==> config.mk <==
export PLATFORM = sky130hd
export DESIGN_NAME = converter_command_byte_decoder_top
export DESIGN_NICKNAME = d
export VERILOG_FILES = /design/src/hw/rtl/ccbd_pkg.sv /design/src/hw/rtl/converter_command_byte_decoder_top.sv
export SDC_FILE = /design/constraint.sdc
export NUM_CORES = 1
export LEC_CHECK = 0
export ABC_AREA = 1
export BUFFER_PORTS_ARGS = -buffer_cell sky130_fd_sc_hd__buf_4
export CORE_AREA = 3 3 96 98
export DETAILED_ROUTE_END_ITERATION = 12
export DIE_AREA = 0 0 99 101
export GPL_ROUTABILITY_DRIVEN = 0
export PLACE_DENSITY = 0.65
export SLEW_MARGIN = 15
export SYNTH_ARGS = -nofsm -noshare
export SYNTH_HDL_FRONTEND = slang
export SYNTH_SLANG_ARGS = --single-unit
==> constraint.sdc <==
create_clock -name clk_i -period 2.5 [get_ports clk_i]
set_input_delay 0.5 -clock clk_i [delete_from_list [all_inputs] [get_ports clk_i]]
set_output_delay 0.5 -clock clk_i [all_outputs]
set_load 0.02 [all_outputs]
==> src/hw/rtl/ccbd_pkg.sv <==
// Package for the converter command byte decoder.
// Holds word types, opcodes, command states and size constants; no dependencies.
`default_nettype none

package ccbd_pkg;

  localparam int unsigned NumCoefsDef = 5;
  localparam int unsigned AdcBits     = 10;
  localparam int unsigned CountW      = 4;
  localparam int unsigned CoefIdxW    = 3;

  localparam logic [7:0] OpLoad = 8'hA0;
  localparam logic [7:0] OpOff  = 8'hA1;
  localparam logic [7:0] OpRef  = 8'hA2;
  localparam logic [7:0] OpRead = 8'hA3;

  typedef enum logic [1:0] {
    CMD_IDLE = 2'd0,
    CMD_LOAD = 2'd1,
    CMD_REF  = 2'd2,
    CMD_READ = 2'd3
  } cmd_e;

  typedef struct packed {
    logic [7:0]         rx_byte;
    logic [AdcBits-1:0] adc_sample;
  } in_word_t;

  typedef struct packed {
    logic                tx_valid;
    logic [7:0]          tx_byte;
    logic                coef_write;
    logic [CoefIdxW-1:0] coef_index;
    logic [15:0]         coef_value;
    logic                ref_write;
    logic [15:0]         ref_value;
    logic                pwm_enable;
  } out_word_t;

endpackage

`default_nettype wire

==> src/hw/rtl/converter_command_byte_decoder_top.sv <==
// Each word goes into the input register, its result into the result register.
// Throughput: one word per cycle; the input register and the result register
// each advance while the stage after them is empty or being taken.
// Reset: command state idle, counters and low byte cleared, PWM off.
// Depends on ccbd_pkg.
`default_nettype none

module converter_command_byte_decoder_top #(
  parameter int unsigned NUM_COEFS = ccbd_pkg::NumCoefsDef
) (
  input  wire                 clk_i,
  input  wire                 rst_ni,
  input  wire                 in_valid_i,
  output logic                in_stall_o,
  input  ccbd_pkg::in_word_t  in_word_i,
  output logic                out_valid_o,
  input  wire                 out_stall_i,
  output ccbd_pkg::out_word_t out_word_o
);

  localparam logic [ccbd_pkg::CountW-1:0] LastCnt = ccbd_pkg::CountW'(2 * NUM_COEFS);

  // input register
  logic               s1_valid_q;
  ccbd_pkg::in_word_t s1_word_q;
  // result register
  logic                out_valid_q;
  ccbd_pkg::out_word_t out_word_q;

  // decoder state
  ccbd_pkg::cmd_e                cmd_q, cmd_d;
  logic [ccbd_pkg::CountW-1:0]   byte_cnt_q, byte_cnt_d;
  logic [ccbd_pkg::CoefIdxW-1:0] coef_cnt_q, coef_cnt_d;
  logic [7:0]                    low_q, low_d;
  logic                          pwm_q, pwm_d;
  ccbd_pkg::out_word_t           res;

  logic out_free, s1_move, in_fire;

  assign out_free   = !out_valid_q || !out_stall_i;
  assign s1_move    = s1_valid_q && out_free;
  assign in_stall_o = s1_valid_q && !out_free;
  assign in_fire    = in_valid_i && !in_stall_o;

  always_comb begin
    cmd_d      = cmd_q;
    byte_cnt_d = byte_cnt_q;
    coef_cnt_d = coef_cnt_q;
    low_d      = low_q;
    pwm_d      = pwm_q;
    res        = '0;
    case (cmd_q)
      ccbd_pkg::CMD_IDLE: begin
        if (s1_word_q.rx_byte == ccbd_pkg::OpLoad) begin
          cmd_d        = ccbd_pkg::CMD_LOAD;
          byte_cnt_d   = ccbd_pkg::CountW'(1);
          coef_cnt_d   = '0;
          res.tx_valid = 1'b1;
          res.tx_byte  = ccbd_pkg::OpLoad;
        end else if (s1_word_q.rx_byte == ccbd_pkg::OpOff) begin
          pwm_d = 1'b0;
        end else if (s1_word_q.rx_byte == ccbd_pkg::OpRef) begin
          cmd_d        = ccbd_pkg::CMD_REF;
          byte_cnt_d   = ccbd_pkg::CountW'(1);
          res.tx_valid = 1'b1;
          res.tx_byte  = ccbd_pkg::OpRef;
        end else if (s1_word_q.rx_byte == ccbd_pkg::OpRead) begin
          cmd_d        = ccbd_pkg::CMD_READ;
          byte_cnt_d   = ccbd_pkg::CountW'(1);
          res.tx_valid = 1'b1;
          // both bytes come from the same sample, zero while the PWM is off
          if (pwm_q) begin
            res.tx_byte = 8'(s1_word_q.adc_sample >> 8);
            low_d       = s1_word_q.adc_sample[7:0];
          end else begin
            res.tx_byte = '0;
            low_d       = '0;
          end
        end
      end
      ccbd_pkg::CMD_LOAD: begin
        if (byte_cnt_q != '0 && byte_cnt_q <= LastCnt) begin
          if (byte_cnt_q[0]) begin
            low_d = s1_word_q.rx_byte;
          end else begin
            res.coef_write = 1'b1;
            res.coef_index = coef_cnt_q;
            res.coef_value = {s1_word_q.rx_byte, low_q};
            coef_cnt_d     = coef_cnt_q + 1'b1;
          end
          byte_cnt_d   = byte_cnt_q + 1'b1;
          res.tx_valid = 1'b1;
          res.tx_byte  = ccbd_pkg::OpLoad;
        end else begin
          // byte after the last pair turns the PWM on
          pwm_d      = 1'b1;
          cmd_d      = ccbd_pkg::CMD_IDLE;
          byte_cnt_d = '0;
          coef_cnt_d = '0;
        end
      end
      ccbd_pkg::CMD_REF: begin
        if (byte_cnt_q == ccbd_pkg::CountW'(1)) begin
          low_d        = s1_word_q.rx_byte;
          byte_cnt_d   = ccbd_pkg::CountW'(2);
          res.tx_valid = 1'b1;
          res.tx_byte  = ccbd_pkg::OpRef;
        end else begin
          res.ref_write = 1'b1;
          res.ref_value = {s1_word_q.rx_byte, low_q};
          cmd_d         = ccbd_pkg::CMD_IDLE;
          byte_cnt_d    = '0;
          coef_cnt_d    = '0;
        end
      end
      ccbd_pkg::CMD_READ: begin
        res.tx_valid = 1'b1;
        res.tx_byte  = low_q;
        cmd_d        = ccbd_pkg::CMD_IDLE;
        byte_cnt_d   = '0;
        coef_cnt_d   = '0;
      end
      default: begin
        cmd_d      = ccbd_pkg::CMD_IDLE;
        byte_cnt_d = '0;
        coef_cnt_d = '0;
      end
    endcase
    res.pwm_enable = pwm_d;
  end

  always_ff @(posedge clk_i or negedge rst_ni) begin
    if (!rst_ni) begin
      s1_valid_q  <= 1'b0;
      out_valid_q <= 1'b0;
      cmd_q       <= ccbd_pkg::CMD_IDLE;
      byte_cnt_q  <= '0;
      coef_cnt_q  <= '0;
      low_q       <= '0;
      pwm_q       <= 1'b0;
    end else begin
      if (in_fire) begin
        s1_valid_q <= 1'b1;
      end else if (s1_move) begin
        s1_valid_q <= 1'b0;
      end
      if (s1_move) begin
        out_valid_q <= 1'b1;
        cmd_q       <= cmd_d;
        byte_cnt_q  <= byte_cnt_d;
        coef_cnt_q  <= coef_cnt_d;
        low_q       <= low_d;
        pwm_q       <= pwm_d;
      end else if (out_free) begin
        out_valid_q <= 1'b0;
      end
    end
  end

  always_ff @(posedge clk_i) begin
    if (in_fire) begin
      s1_word_q <= in_word_i;
    end
    if (s1_move) begin
      out_word_q <= res;
    end
  end

  assign out_valid_o = out_valid_q;
  assign out_word_o  = out_word_q;

`ifndef SYNTH
  // idle decoder holds no position within a command
  a_idle_counts: assert property (@(posedge clk_i) disable iff (!rst_ni)
    cmd_q == ccbd_pkg::CMD_IDLE |-> byte_cnt_q == '0 && coef_cnt_q == '0)
    else $error("idle with nonzero counters");

  a_coef_index: assert property (@(posedge clk_i) disable iff (!rst_ni)
    out_valid_q && out_word_q.coef_write |->
      32'(out_word_q.coef_index) < NUM_COEFS)
    else $error("coefficient index out of range");

  a_one_write: assert property (@(posedge clk_i) disable iff (!rst_ni)
    out_valid_q |-> !(out_word_q.coef_write && out_word_q.ref_write))
    else $error("coefficient and reference write together");

  a_ref_silent: assert property (@(posedge clk_i) disable iff (!rst_ni)
    out_valid_q && out_word_q.ref_write |-> !out_word_q.tx_valid)
    else $error("reference write with transmit");

  a_pwm_tracks: assert property (@(posedge clk_i) disable iff (!rst_ni)
    out_valid_q |-> out_word_q.pwm_enable == pwm_q)
    else $error("result pwm state differs from register");
`endif

endmodule

`default_nettype wire
==> results.md <==
Status:
- The run finished with clean final reports.

STA:
- At the pin with the least slew margin, the transition time is ~630 ps.
- For the final database, setup skew stands at 13.1 ps.
- Once routing completed, OpenROAD measured the worst setup slack at approximately 600 ps.
- The time the worst path needs with I/O delays and setup is about 1900 ps.
- The share of the clock period used by the worst path is between 70% and 80%.
- Measured against its own limit, the worst slew margin works out to 57.9%.
- The worst hold slack is between 10 and 15 ps.
- Derived from the worst setup path, the maximum achievable clock frequency is between 500 and 600 MHz.
- The number of setup violations in the final report is 0.
- Adding up every negative setup slack in the final design gives 0 ps.
- The total count of hold-check failures in the final report is 0.
- Setup repair after global routing left no endpoint under its margin.
- The count of final max-slew check failures is 0.

Placement:
- After legalization and detailed placement, the total HPWL measured slightly above 5 mm.
- OpenSTA, run right after detailed placement, puts the worst setup slack at just over 600 ps.
- The total cell area at the placement stage is 4360 um2.
- Buffers placed on the I/O ports in this run total 70.

Run:
- The total of max-cap violations is 0.

Logic synthesis:
- In the synthesized netlist, the cells that appear most often are 65 x edfxtp_1, 56 x nand2_1, 53 x nor2_1.
- Counting distinct cell types in the post-synthesis netlist gives 29.
- The number of enable flip-flop cells after synthesis is 65.
- The Yosys step of the flow raised 0 warnings.
- Among all cell types in the netlist, the one instantiated most often is edfxtp_1.
- The number of synthesized register bits is between 80 and 90.
- Synthesis produced about 330 cells.
- The area share of the largest cell type after synthesis is a little over half.
- Of all flip-flops after synthesis, the portion carrying an async set or reset was approximately a quarter.
- The leading area contributor after synthesis is edfxtp_1.
- When the netlist entered floorplanning its net count stood at roughly 370.
- Sequential cells were found to cover between 60% and 70% of the synthesized design area.
- The top flip-flop cell by instance count after synthesis is edfxtp_1.
- By area the synthesized netlist is led by edfxtp_1 52%, dfrtp_1 13%, nand2_1 5.6%, nor2_1 5.3%, inv_1 3.7%.
- The average cell area after synthesis is 11.2 um2.
- The netlist area before placement is between 3000 and 4000 um2.

Clock network:
- The maximum level of the CTS H-tree is 3.
- The number of buffers inserted during clock tree synthesis is 9.
- CTS saw 85 sinks.
- The maximum clock insertion buffer count is 2.
- The count of hold buffers inserted by post-cts repair is 0.
- The root buffer cell is clkbuf_8.
- After clock tree synthesis, the clock-pin slew on the worst setup and hold paths is around 90 ps.
- The TritonCTS clock tree is yes.
- Post-CTS timing repair inserted 0 buffers for setup.
- The post-cts sizing count is 0.
- The clock reaches the later pin of the worst-skew pair after 360 ps.

Route:
- The total number of vias is roughly 2500.
- The number of vias per cell after detailed routing is between 4 and 5.
- The number of nets with antenna violations after detailed routing is 0.
- The violation count after the first detailed-route iteration is between 100 and 150.
- The number of design rule violations left after detail routing is 0.
- The detailed-routing iteration count for the pre-antenna-repair pass is 4.
- The routed wire length is roughly 7 mm.
- In the final routed layout, each cell accounts on average for 13.4 um.

Critical path:
- The arrival time reported for the critical path endpoint is 1980 ps.
- Along the worst path, the maximum fanout reaches 21.
- STA classifies the critical path startpoint as a flop.
- By startpoint and endpoint, the worst setup path is classified as reg2reg.
- STA classifies the critical path endpoint as a flop.
- STA puts the critical path data required time at 2590 ps.

Global route:
- The wire length of the first global-routing pass is around 11 mm.
- The pin count of the biggest net entering global routing is 29.
- The residual overflow from global routing is 0.
- The aggregate global-route resource usage is 14.7%.
- The initial antenna violation count is 0.
- The via count of the first global-routing pass was 2373.

Cells and area:
- The area added between synthesis and finish is 22.6%.
- The share of post-route cells with drive strength above 1 is between 20% and 30%.
- The antenna diode instance count is 0.
- The net count reported at finish is approximately 440.
- The cell area after layout is ~4600 um2.
- After filler insertion, the fill cell instance count of the layout stands at approximately 750.

Power:
- Across the VDD grid, the largest voltage drop is between 0.3 and 0.4 mV.
- The analysis attributes to cell leakage a power of between 0.002 and 0.0025 uW.
- The total power divided by cell area is about 1000 nW/um2.

Floorplanning:
- The I/O pin count is 71.
- After floorplanning, the core was divided into 34 placement rows.
- From left edge to right edge, the die measures between 90 and 100 um.
- The floorplan step defined a die boundary enclosing between 9000 and 10000 um2.
- The initial utilization of the core area, before any placement, comes to between 40% and 50%.
- The die is 101 um tall.
- The core area is approximately 8600 um2.

Min path:
- The tightest min-delay check is of the in2async type.
==> layout make-up <==
class / instances / area (um2) / share of cell area (%)
Multi-Input combinational cell: 199 / 1070 / 23.3
Clock buffer: 9 / 124 / 2.70
Inverter: 43 / 161 / 3.52
Sequential cell: 85 / 2450 / 53.5
Tap cell: 108 / 135 / 2.95
Timing Repair Buffer: 72 / 541 / 11.8
Clock inverter: 7 / 104 / 2.27
==> cell usage in the layout, fill, tap and decap left out <==
cell type  Yosys  layout
nor3_1         1       1
nand3_1       20      20
a21oi_4        1       1
o21ai_1        1       1
inv_6          0       4
nand2_4        2       2
edfxtp_1      65      65
nand2_1       56      56
nor2_2         3       3
o22ai_1        1       1
buf_4          0      72
o21a_1         8       8
clkbuf_8       0       9
o21ai_0       10      10
bufinv_16      0       2
o211ai_1       1       1
inv_1         37      37
o21ai_2        8       8
nand4_1        9       9
xor2_1         1       1
a31oi_1        1       1
dfrtp_1       20      20
nor2_1        53      53
nand3_4        1       1
inv_2          6       6
nand2_2        8       8
a21oi_1        2       2
clkinv_4       0       1
ha_1          10      10
nor2_4         2       2
==> metal layers <==
| metal | up-vias | global-route usage, % | wire length [um] |
|---|---|---|---|
| li1 | 1258 | - | - |
| met1 | 1156 | 20.6 | 3370 |
| met2 | 82 | 22.3 | 3080 |
| met3 | 12 | 2.98 | 446 |
| met4 | 0 | 6.62 | 126 |
| met5 | - | 0 | 0 |
==> sequential cells by signal, summed over array words and instances (netlist names) <==
| name | count |
|---|---|
| s1_valid_q | 1 |
| cmd_q | 2 |
| byte_cnt_q | 4 |
| s1_word_q | 18 |
| coef_cnt_q | 3 |
| pwm_q | 1 |
| low_q | 8 |
| out_word_o | 47 |
| out_valid_o | 1 |
==> critical path, cell delays in order (launching register included) <==
cell	delay, ps
dfrtp_1	420
inv_1	130
ha_1	210
inv_1	50
nand2_1	50
nand2_2	70
nand2_4	70
nand3_1	110
inv_2	60
nand2_2	350
nor2_1	90
==> path summary, 6_finish.rpt <==
check                              start             end  slack, ps  depth (start not counted)
max in group asynchronous         rst_ni           pwm_q       2270                          1
setup / recovery           byte_cnt_q[0]  out_word_o[25]        610                         10
hold reg to reg                 low_q[4]        low_q[4]        490                          2
hold / removal                    rst_ni   coef_cnt_q[2]         10                          1
setup reg to reg           byte_cnt_q[0]  out_word_o[25]        610                         10
min in group clk_i         in_word_i[14]   s1_word_q[14]        320                          1
==> cells by family after synthesis <==
logic type | count (synthesis) | synth area share, %
XOR/XNOR | 1 | 0.234
buffers and inverters | 50 | 5.89
flip-flops | 85 | 65.6
AO/OA/AOI/OAI | 33 | 6.19
adder cells (fa/ha/maj) | 10 | 3.35
AND/OR/NAND/NOR | 155 | 18.8
==> through the flow <==
step,total power [uW],cells,utilization (%)
floorplan,3110,334,-
global placement,3520,507,51.0
detailed placement,3530,507,51.0
CTS,4620,523,53.6
global route,4880,523,53.6
finish,4580,523,53.6
==> where the power goes <==
group	leakage, uW	internal, uW	switching, uW
sequential	0.000899	1820	139
clock	0.000115	578	509
combinational	0.00101	517	1020
Power figures use the tool's default switching activity.
